==> src/hw/rtl/tlgt_pkg.sv <==
// Shared constants, types and tables for the two-link gravity torque block.
package tlgt_pkg;

    localparam int TRIG_ITERATIONS_DEF = 16;
    localparam int TABLE_LEN = 24;
    localparam int ANG_W = 32;
    localparam int XY_W = 33;
    localparam int COEF_W = 24;
    localparam int ANG_IN_W = 16;
    localparam int PAY_W = 16;
    localparam int NUM_REGS = 8;
    localparam int IDX_W = 3;

    localparam logic signed [ANG_W-1:0] ANG_PI = 32'sd843314857;
    localparam logic signed [ANG_W-1:0] ANG_HALF_PI = 32'sd421657428;
    localparam logic signed [ANG_W-1:0] ANG_TWO_PI = 32'sd1686629713;
    localparam logic signed [XY_W-1:0] CORDIC_X0 = 33'sd652032874;
    localparam logic signed [ANG_IN_W+1:0] ELBOW_OFFSET = 18'sd1816;

    localparam logic signed [COEF_W-1:0] T_MAX = 24'sh7FFFFF;
    localparam logic signed [COEF_W-1:0] T_MIN = 24'sh800000;

    typedef enum logic [IDX_W-1:0] {
        REG_M1G_LC1 = 3'd0,
        REG_M1G_DC1 = 3'd1,
        REG_M2G_LC2 = 3'd2,
        REG_M2G_DC2 = 3'd3,
        REG_M2G_L1  = 3'd4,
        REG_G_L1    = 3'd5,
        REG_G_L2    = 3'd6,
        REG_TOOL    = 3'd7
    } t_reg_idx;

    typedef struct packed {
        logic signed [XY_W-1:0]  x;
        logic signed [XY_W-1:0]  y;
        logic signed [ANG_W-1:0] z;
        logic                    neg;
    } t_rot;

    function automatic logic signed [ANG_W-1:0] atan_entry(input logic [4:0] idx);
        logic signed [ANG_W-1:0] v;
        begin
            unique case (idx)
                5'd0: v = 32'sd210828714;
                5'd1: v = 32'sd124459457;
                5'd2: v = 32'sd65760959;
                5'd3: v = 32'sd33381290;
                5'd4: v = 32'sd16755422;
                5'd5: v = 32'sd8385879;
                5'd6: v = 32'sd4193963;
                5'd7: v = 32'sd2097109;
                5'd8: v = 32'sd1048571;
                5'd9: v = 32'sd524287;
                default: v = 32'sd262144 >>> (idx - 5'd10);
            endcase
            atan_entry = v;
        end
    endfunction

endpackage

==> src/hw/rtl/tlgt_cordic_cell.sv <==
// One CORDIC rotation cell: a fixed-shift micro-rotation and its register.
module tlgt_cordic_cell #(
    parameter int STEP = 0
) (
    input  logic            i_clk,
    input  tlgt_pkg::t_rot  i_rot,
    output tlgt_pkg::t_rot  o_rot
);
    import tlgt_pkg::*;

    t_rot r_rot;
    t_rot n_rot;

    always_comb begin
        n_rot = i_rot;
        if (!i_rot.z[ANG_W-1]) begin
            n_rot.x = i_rot.x - (i_rot.y >>> STEP);
            n_rot.y = i_rot.y + (i_rot.x >>> STEP);
            n_rot.z = i_rot.z - atan_entry(5'(STEP));
        end else begin
            n_rot.x = i_rot.x + (i_rot.y >>> STEP);
            n_rot.y = i_rot.y - (i_rot.x >>> STEP);
            n_rot.z = i_rot.z + atan_entry(5'(STEP));
        end
    end

    always_ff @(posedge i_clk) begin
        r_rot <= n_rot;
    end

    assign o_rot = r_rot;
endmodule

==> src/hw/rtl/tlgt_trig.sv <==
// Sine and cosine unit: range fold stage followed by a chain of CORDIC cells.
module tlgt_trig #(
    parameter int ITER = tlgt_pkg::TRIG_ITERATIONS_DEF
) (
    input  logic                                  i_clk,
    input  logic signed [tlgt_pkg::ANG_IN_W+1:0]  i_angle,
    output logic signed [tlgt_pkg::XY_W-1:0]      o_cos,
    output logic signed [tlgt_pkg::XY_W-1:0]      o_sin
);
    import tlgt_pkg::*;

    t_rot r_fold;
    t_rot n_fold;
    t_rot chain [0:ITER];
    logic signed [ANG_W+1:0] z_w;
    logic signed [ANG_W-1:0] z0;

    always_comb begin
        z_w = (ANG_W+2)'(i_angle) <<< 15;
        if (z_w > (ANG_W+2)'(ANG_PI)) begin
            z_w = z_w - (ANG_W+2)'(ANG_TWO_PI);
        end else if (z_w < -(ANG_W+2)'(ANG_PI)) begin
            z_w = z_w + (ANG_W+2)'(ANG_TWO_PI);
        end
        z0 = ANG_W'(z_w);
        n_fold.x = CORDIC_X0;
        n_fold.y = '0;
        n_fold.neg = 1'b0;
        n_fold.z = z0;
        if (z0 > ANG_HALF_PI) begin
            n_fold.z = z0 - ANG_PI;
            n_fold.neg = 1'b1;
        end else if (z0 < -ANG_HALF_PI) begin
            n_fold.z = z0 + ANG_PI;
            n_fold.neg = 1'b1;
        end
    end

    always_ff @(posedge i_clk) begin
        r_fold <= n_fold;
    end

    assign chain[0] = r_fold;

    for (genvar g = 0; g < ITER; g++) begin : g_cell
        tlgt_cordic_cell #(.STEP(g)) u_cell (
            .i_clk (i_clk),
            .i_rot (chain[g]),
            .o_rot (chain[g+1])
        );
    end

    assign o_cos = chain[ITER].neg ? -chain[ITER].x : chain[ITER].x;
    assign o_sin = chain[ITER].neg ? -chain[ITER].y : chain[ITER].y;
endmodule

==> config.mk <==
export PLATFORM = sky130hd
export DESIGN_NAME = tlgt_trig
export DESIGN_NICKNAME = d
export VERILOG_FILES = /design/src/hw/rtl/tlgt_pkg.sv /design/src/hw/rtl/tlgt_cordic_cell.sv /design/src/hw/rtl/tlgt_trig.sv
export SDC_FILE = /design/constraint.sdc
export NUM_CORES = 2
export LEC_CHECK = 0
export BUFFER_PORTS_ARGS = -buffer_cell sky130_fd_sc_hd__buf_2
export CORE_ASPECT_RATIO = 1.1
export CORE_MARGIN = 5
export CORE_UTILIZATION = 50
export CTS_CLUSTER_DIAMETER = 120
export CTS_CLUSTER_SIZE = 24
export DETAILED_ROUTE_END_ITERATION = 10
export GPL_ROUTABILITY_DRIVEN = 1
export PLACE_DENSITY = 0.72
export SETUP_SLACK_MARGIN = 0.2
export SYNTH_ARGS = -nofsm -noshare
export SYNTH_HDL_FRONTEND = slang
export SYNTH_SLANG_ARGS = --single-unit
==> constraint.sdc <==
create_clock -name i_clk -period 5.55 [get_ports i_clk]
set_clock_uncertainty 0.2 [all_clocks]
set_input_delay 1.3875 -clock i_clk [delete_from_list [all_inputs] [get_ports i_clk]]
set_output_delay 1.3875 -clock i_clk [all_outputs]
set_load 0.05 [all_outputs]
==> flow_summary_export.csv <==
group,metric,value,unit
layout,multi_input_comb_area,71780,um^2
timing,report.final.slew_viol_count,0,
synthesis,post_synth_num_cell_types,110,
timing,period_minus_slack,5346,ps
synthesis,ys.flop_type,"sky130_fd_sc_hd__dfxtp_1",
drt,num_vias,85681,
synthesis,synth.avg_cell_area,8.545,um^2
cts,cts_made_buffers,69,
worst_setup_path,crit_path_max_fanout,4,
placed_design,place.gp.congestion,0.9523,
layout,final_cell_area,108400,um^2
layout,register_cell_area_after_layout,27930,um^2
worst_setup_path,reg2reg_from,"g_cell[14].u_cell.o_rot[48]$_DFF_P_",
cts,cts_hold_buf,0,
floorplan,start_util,50.36,%
global_routing,use_met3,2.185,%
timing,setup_repair_after_global_routing_missed_its_margin,"yes",
layout,final_core_utilization,53.57,%
cts,clk_latency,760,ps
cts,htree_num_levels,3,
global_routing,grt_antenna_before_repair,6,
cts,cts_setup_buffers,0,
layout,num-fill-cells,18608,
synthesis,synth_seq_area_share,27.38,%
synthesis,netlist_area,101900,um^2
floorplan,die_h,483.5,um
global_routing,grt_pass1_vias,83167,
hold_path,min_delay_path_depth,0,
cts,clock_root_buffer,"sky130_fd_sc_hd__clkbuf_16",
drt,post-route-drc-count,0,
layout,nets,13424,
cts,clock_sinks,1394,
cts,path_clk_slew,100,ps
synthesis,ys_ff_latch,1394,
worst_setup_path,timing.critical_path.from_type,"flip-flop",
worst_setup_path,regToRegSetupSlack,470,ps
global_routing,wire_length_of_the_first_global_routing_pass,427800,um
layout,syn2layout_area_growth,6.371,%
worst_setup_path,setup.worst_path.class,"flip-flop to primary output",
hold_path,worst_hold_path_class,"flip-flop to flip-flop",
drt,route.detailed.wl_per_inst,17.90,um
synthesis,synth_async_sr_flop_share,0,%
layout,most-common-layout-cells,"1,378 x sky130_fd_sc_hd__dfxtp_1, 1,302 x sky130_fd_sc_hd__ha_1, 1,294 x sky130_fd_sc_hd__a21oi_1",
timing,setup_viol,0,
drt,ant_nets,0,
synthesis,synth-warning-count,0,
worst_setup_path,crit_path_end_kind,"primary output",
worst_setup_path,reg2reg_depth,20,
timing,worstMarginPinSlew,1195,ps
worst_setup_path,worst_r2r_endpoint,"g_cell[15].u_cell.o_rot[97]$_DFF_P_",
global_routing,groute.layer.met2.usage,41.98,%
timing,max_freq,0.1870,GHz
placed_design,post_dp_cell_area,106200,um^2
drt,drtIter0Drc,5682,
global_routing,grt.total_usage,23.98,%
floorplan,die_area,213000,um^2
placed_design,placement.setup.worst_slack,303.3,ps
worst_setup_path,endpoint_required_time_on_the_critical_path,3960,ps
worst_setup_path,timing.critical_path.arrival,3760,ps
timing,worst_slew_margin_relative_to_its_limit,20.32,%
global_routing,grt_max_degree,67,
floorplan,die_width,440.5,um
drt,detail_route.first_pass.iterations,10,
global_routing,grt_use_met1,30.52,%
synthesis,netlist_instances,11928,
status,outcome,"completed",
floorplan,ios,85,
global_routing,globalRoute.busiestLayer,"met2",
layout,layout_commonest_cell,"sky130_fd_sc_hd__dfxtp_1",
placed_design,place.port_buffers,84,
global_routing,grt_overflow,0,
layout,final_layout_size_suffix_gt1_share,4.474,%
synthesis,synth_edf_count,0,
hold_path,worstHoldEndpoint,"g_cell[3].u_cell.o_rot[1]$_DFF_P_",
worst_setup_path,max_stage_delay,550,ps
floorplan,core_area,202400,um^2
placed_design,post-dp-hpwl,216300,um
timing,setup_ws,203.5,ps
drt,postRouteWirelength,264900,um
timing,post_route_setup_tns,0,ps
synthesis,synthesized_net_count,13292,
cts,max-clock-path-buffers,3,
timing,finalHoldViolations,0,
hold_path,hp-start,"g_cell[2].u_cell.o_rot[1]$_DFF_P_",
worst_setup_path,worst_path_max_delay_cell,"sky130_fd_sc_hd__or4_4",
worst_setup_path,cells_along_the_critical_path,"or4_4 > or3_4 > or3_4 > nand2b_4 > nand2b_4 > or4_4 > o41ai_4 > xnor2_1 > buf_4",
drt,vias_per_cell,5.789,
cts,clock_tree_from_tritoncts,"built",
timing,fin_crit_sh,96.33,%
floorplan,rows,173,
job,maxCapViolations,0,
sequential cells by signal, summed over array words and instances, names as in the netlist:
name,cells
g_cell.u_cell.o_rot,1365
chain,29
synth_stat cells (all sizes together), types with 36 or more instances:
cell | instances | area, um^2
dfxtp | 1394 | 27910
nor3b | 36 | 281.5
inv | 479 | 1798
a211oi | 94 | 710.7
o21ai | 532 | 2666
o21a | 198 | 1488
nand3 | 163 | 820.8
clkbuf | 117 | 439.2
and3 | 93 | 581.8
xor2 | 613 | 5384
a21o | 549 | 4121
o41ai | 44 | 400.4
a31oi | 124 | 788.3
o211ai | 48 | 379.1
fa | 43 | 860.8
nor2 | 1074 | 4054
or4 | 36 | 274.0
o21bai | 165 | 1239
nand4 | 56 | 350.3
nand2 | 578 | 2170
buf | 53 | 271.5
nor3 | 365 | 1832
a21oi | 1296 | 6490
or3 | 96 | 600.6
xnor2 | 1198 | 10490
mux2 | 56 | 630.6
mux2i | 61 | 610.6
nor4 | 87 | 563.0
and2 | 55 | 344.1
o31ai | 64 | 490.5
ha | 1302 | 16290
nor2b | 166 | 1041
nand2b | 192 | 1201
metrics by stage:
step / instances / hold slack (ps)
finish: 14801 / 132.5
global route: 14797 / 137.1
CTS: 14783 / 134.4
detailed placement: 14701 / 114.3
global placement: 14701 / 111.4
floorplan: 11928 / 109.6
worst max-delay path, delay by kind of cell, from the launching register on:
kind,cells,cell delay (ps)
AOI/OAI and AO/OA,1,230
xor gates and xnor gates,1,160
buffers and inverters,1,220
DFF,1,350
and+or+nand+nor,6,2080
worst max path at each step:
stage	from	slack [ps]	depth (start not counted)	end
2_1_floorplan	i_angle[4]	790	19	chain[1601]$_DFF_P_
3_3_place_gp	i_angle[4]	290	19	chain[1596]$_DFF_P_
3_5_place_dp	i_angle[4]	300	19	chain[1596]$_DFF_P_
4_1_cts	g_cell[15].u_cell.o_rot[75]$_DFF_P_	120	9	o_cos[31]
5_1_grt	g_cell[14].u_cell.o_rot[48]$_DFF_P_	0.9	20	g_cell[15].u_cell.o_rot[97]$_DFF_P_
6_report	g_cell[15].u_cell.o_rot[75]$_DFF_P_	200	9	o_cos[31]
per-layer routing:
layer	wire (um)	up-vias	share of wire, %
met2	126400	1955	48
met1	116400	40293	44
li1	-	43018	-
met3	11480	415	4.3
met5	0	-	0
met4	10620	0	4.0
area by class of cell:
class / instances / share of cell area (%)
diodes: 18 / 0.04154
inverters: 482 / 1.669
well taps: 2712 / 3.130
multi-input cells: 9882 / 66.20
clock buffers: 74 / 1.678
clock inverters: 8 / 0.09232
repair buffers: 231 / 1.430
flip-flops and latches: 1394 / 25.76
kinds of logic after synthesis:
logic type	count (synthesis)	synth area share, %
and+or+nand+nor	3114	14.76
xor gates and xnor gates	1811	15.58
buffers and inverters	652	2.472
muxes	117	1.218
other	1	0.003679
AOI/OAI and AO/OA	3494	21.76
DFF	1394	27.38
adders and majority gates	1345	16.83
repair_timing:
| action | CTS | global route |
|---|---|---|
| setup endpoints to repair | 9 | 46 |
| pin swaps | 1 | 1 |
| gates resized for setup | 18 | 47 |
Power is not shown: default switching activity piles up to over one toggle a cycle in this logic, so the estimate is an artifact.
